$ cat src/rtl/brf_pkg.sv
`default_nettype none

package brf_pkg;

  // Field widths fixed by the interface
  localparam int unsigned KIND_W = 2;
  localparam int unsigned BYTE_W = 8;
  localparam int unsigned OUT_W  = 11;

  // Item kinds; any other code acts as a fill-level query
  localparam logic [KIND_W-1:0] KIND_PUT   = 2'd0;
  localparam logic [KIND_W-1:0] KIND_GET   = 2'd1;
  localparam logic [KIND_W-1:0] KIND_QUERY = 2'd2;

  // Run counter saturates here
  localparam logic [OUT_W-1:0] CNT_MAX = {OUT_W{1'b1}};

  // Controller to datapath commands
  typedef struct packed {
    logic capture;  // latch the incoming word
    logic exec;     // update pointers, access the store
    logic load;     // move the result into the output register
  } brf_cmd_t;

endpackage

`default_nettype wire

$ cat src/rtl/brf_ctrl.sv
`default_nettype none

module brf_ctrl
  import brf_pkg::*;
(
  input  wire logic     clk_i,
  input  wire logic     rst_ni,
  input  wire logic     in_valid_i,
  output logic          in_stall_o,
  output logic          out_valid_o,
  input  wire logic     out_stall_i,
  output brf_cmd_t      cmd_o
);

  typedef enum logic [1:0] {
    S_IDLE,
    S_EXEC,
    S_LOAD
  } state_e;

  state_e state_q;
  logic   out_valid_q;
  logic   out_free;

  // Output register can take a new word when empty or being drained
  assign out_free = !out_valid_q || !out_stall_i;

  // Commands decoded from state
  always_comb begin
    cmd_o.capture = (state_q == S_IDLE) && in_valid_i;
    cmd_o.exec    = (state_q == S_EXEC);
    cmd_o.load    = (state_q == S_LOAD) && out_free;
  end

  assign in_stall_o  = (state_q != S_IDLE);
  assign out_valid_o = out_valid_q;

  // State and output valid
  always_ff @(posedge clk_i or negedge rst_ni) begin
    if (!rst_ni) begin
      state_q     <= S_IDLE;
      out_valid_q <= 1'b0;
    end else begin
      case (state_q)
        S_IDLE: begin
          if (in_valid_i) state_q <= S_EXEC;
        end
        S_EXEC: begin
          state_q <= S_LOAD;
        end
        S_LOAD: begin
          if (out_free) state_q <= S_IDLE;
        end
        default: begin
          state_q <= S_IDLE;
        end
      endcase

      if (cmd_o.load) begin
        out_valid_q <= 1'b1;
      end else if (out_valid_q && !out_stall_i) begin
        out_valid_q <= 1'b0;
      end
    end
  end

endmodule

`default_nettype wire

$ cat config.mk
export PLATFORM = sky130hd
export DESIGN_NAME = brf_ctrl
export DESIGN_NICKNAME = d
export VERILOG_FILES = /design/src/rtl/brf_pkg.sv /design/src/rtl/brf_ctrl.sv
export SDC_FILE = /design/constraint.sdc
export NUM_CORES = 1
export LEC_CHECK = 0
export ABC_AREA = 1
export BUFFER_PORTS_ARGS = -buffer_cell sky130_fd_sc_hd__clkbuf_2
export CAP_MARGIN = 40
export CORE_AREA = 2 2 39 41
export DETAILED_ROUTE_END_ITERATION = 10
export DIE_AREA = 0 0 41 43
export PLACE_DENSITY = 0.39
export SLEW_MARGIN = 20
export SYNTH_ARGS = -nofsm -noshare
export SYNTH_HDL_FRONTEND = slang
export SYNTH_SLANG_ARGS = --single-unit
export TNS_END_PERCENT = 50
$ cat constraint.sdc
create_clock -name clk_i -period 0.8 [get_ports clk_i]
set_input_delay 0.08 -clock clk_i [delete_from_list [all_inputs] [get_ports clk_i]]
set_output_delay 0.08 -clock clk_i [all_outputs]
set_load 0.005 [all_outputs]
==> flow_metrics.env <==
export IMPL_cp_end_kind="output pin"
export IMPL_grt_start_max_net_pins=4
export IMPL_finalNonFillerCells=51
export IMPL_grt_overflow=0
export IMPL_skew_ns=0.00103
export IMPL_p_leak_uw=0.000159
export IMPL_start_util=0.0995
export IMPL_relSlewSlack=0.908
export IMPL_layout_common_cells="6 x clkbuf_2, 4 x nand2_1"
export IMPL_vias=156
export IMPL_finalSetupViolCount=4
export IMPL_min_path_cells=3
export IMPL_nNetsFinal=40
export IMPL_htreeDepth=1
export IMPL_synthXorXnorAreaFrac=0
export IMPL_timing_rr_end="state_q[1]"
export IMPL_critPathBufInv=2
export IMPL_wl_um=313
export IMPL_num_antenna_cells=0
export IMPL_grtUsageTotal=0.0472
export IMPL_syn_area_um2=138
export IMPL_slowest_stage="dfrtp_1"
export IMPL_design_core_area_um2=1380
export IMPL_min_path_type="in2reg"
export IMPL_p_total_uw=789
export IMPL_r2r_cells=5
export IMPL_max_stage_delay_ns=0.40
export IMPL_synth_seq_cells=3
export IMPL_fp_dieArea_um2=1760
export IMPL_firstDrtPassIters=2
export IMPL_drc=0
export IMPL_violations="negative setup slack"
export IMPL_max_freq_ghz=0.961
export IMPL_synth_top_area_frac=0.545
export IMPL_synth_fa_ha_area_frac=0
export IMPL_r2r_slack_ns=0.01
export IMPL_wl_per_cell_um=6.14
export IMPL_antenna_found_initial=0
export IMPL_finalCritPeriodShare=1.30
export IMPL_placedCellCount=45
export IMPL_drv_slew=0
export IMPL_whs_endpoint="state_q[0]"
export IMPL_crit_arrival_ns=0.96
export IMPL_timing_hold_ws_ns=0.0705
export IMPL_required_ns=0.72
export IMPL_num_io_pins=9
export IMPL_worstSetupPathType="reg2out"
export IMPL_ant_nets=0
export IMPL_syn_num_nets=23
export IMPL_fin_area_um2=264
export IMPL_synth_simple_gate_area_frac=0.318
export IMPL_rows=14
export IMPL_routabilityCongestion=0.569
export IMPL_clk_path_buf_depth=2
export IMPL_fin_ws_ns=-0.241
export IMPL_peakVddDrop_mv=0.508
export IMPL_hold_viol_final=0
export IMPL_grt_pass1_vias=141
export IMPL_synth_area_per_cell_um2=7.24
export IMPL_maxCapViolations=0
export IMPL_tritoncts="yes"
export IMPL_power_density_nw_per_um2=2990
export IMPL_worstHoldStart="in_valid_i"
export IMPL_synthMuxAreaShare=0
export IMPL_drive_gt1_frac=0.571
export IMPL_clk_pin_slew_ns=0.04
export IMPL_die_width_um=41
export IMPL_grt_pass1_wl_um=489
export IMPL_ys_seq_area_frac=0.545
export IMPL_fillerInstances=163
export IMPL_status="complete, but fails checks"
export IMPL_yosys_warnings=0
export IMPL_netlist_cell_type_count=5
export IMPL_placed_cell_area_um2=213
export IMPL_critPathLaunchType="flop"
export IMPL_fp_dieH_um=43
export IMPL_post_route_min_period_ns=1.04
export IMPL_synth_compound_area_share=0
export IMPL_clock_sinks=3
export IMPL_clock_root_buffer="clkbuf_4"
export IMPL_syn_to_final_growth_pct=91.8
export IMPL_path_max_fanout=3
export IMPL_synth_top_family_by_area="simple AND/OR/NAND/NOR gates"
export IMPL_rsz0062_at_grt="true"
export IMPL_postLayoutCoreUtil=0.191
export IMPL_dp_hpwl_um=253
export IMPL_syn_inst=19
export IMPL_final_common_cell="clkbuf_2"
export IMPL_viasPerCell=3.06
export IMPL_numCtsBuffers=3
export IMPL_clkLatencyLatePin_ns=0.23
export IMPL_synth_area_leaders="dfrtp_1 55%, nand2_1 16%, inv_1 14%"
export IMPL_crit_family="flip-flops"
export IMPL_drt_iter0_markers=2
export IMPL_numPortBuffers=8
export IMPL_tightestPinTransition_ns=0.138
export IMPL_yosysTopAreaCell="dfrtp_1"
export IMPL_r2r_start="state_q[0]"
export IMPL_cp_cell_sequence="inv_2, nand2_2, nor2_1, buf_2"
==> Yosys cell counts <==
library cell  number
nand2_1            6
nor2_2             1
nor2_1             4
dfrtp_1            3
inv_1              5
==> report_power, final <==
group	internal (uW)	leakage [uW]	switching [uW]	total (uW)
logic	152	0.000106	139	291
registers	201	0.0000384	33.9	235
clock network	187	0.0000150	77.2	264
==> area by class of cell <==
| cell class | instances | area, um^2 | area share |
|---|---|---|---|
| inverter | 5 | 18.8 | 0.0711 |
| multi-input combinational | 11 | 51.3 | 0.194 |
| tap | 16 | 20.0 | 0.0758 |
| sequential | 3 | 75.1 | 0.284 |
| timing repair buffer | 12 | 72.6 | 0.275 |
| clock buffer | 4 | 26.3 | 0.0995 |
==> worst reg2reg max path: stages, from the launching register on <==
cell and delay, ns:
dfrtp_1 0.37, inv_2 0.08, buf_4 0.11, nor2_2 0.03
inv_1 0.05, nand2_1 0.05
==> how the worst max path moves through the flow <==
stage | startpoint | endpoint | slack, ns | cells past startpoint
3_3_place_gp | state_q[1] | cmd_o[2] | -0.03 | 4
4_1_cts | state_q[0] | cmd_o[1] | -0.25 | 4
5_1_grt | state_q[1] | cmd_o[2] | -0.31 | 4
2_1_floorplan | state_q[0] | cmd_o[2] | 0.07 | 3
6_report | state_q[1] | cmd_o[2] | -0.24 | 4
3_5_place_dp | state_q[1] | cmd_o[2] | -0.03 | 4
==> flip-flops by register name, summed over array words and instances (netlist names) <==
name         cells
out_valid_o      1
state_q          2
==> metal layers <==
| metal | GRT usage | up-vias | part of all wire |
|---|---|---|---|
| met4 | 0.0600 | 0 | 0.019 |
| met3 | 0.0314 | 2 | 0.089 |
| li1 | - | 84 | - |
| met2 | 0.0719 | 3 | 0.56 |
| met1 | 0.0290 | 67 | 0.33 |
| met5 | 0 | - | 0 |
==> what timing repair did <==
item / 4_1_cts / 5_1_grt
gates resized for setup: 3 / 4
hold endpoints to repair: 3 / 0
setup endpoints to repair: 4 / 6
pin swaps: 1 / 3
setup buffers: 0 / 1
hold buffers: 1 / 0
==> cell families after synthesis <==
logic type | count (synthesis)
and+or+nand+nor | 11
DFF | 3
buffers and inverters | 5
==> stage by stage <==
| step | setup TNS (ns) | worst slack (ns) |
|---|---|---|
| floorplan | 0 | 0.0710 |
| detailed placement | -0.0575 | -0.0322 |
| global route | -1.13 | -0.305 |
| finish | -0.852 | -0.241 |
| CTS | -0.910 | -0.251 |
| global placement | -0.0546 | -0.0339 |
Note: power is estimated with default switching activity, not from simulation.
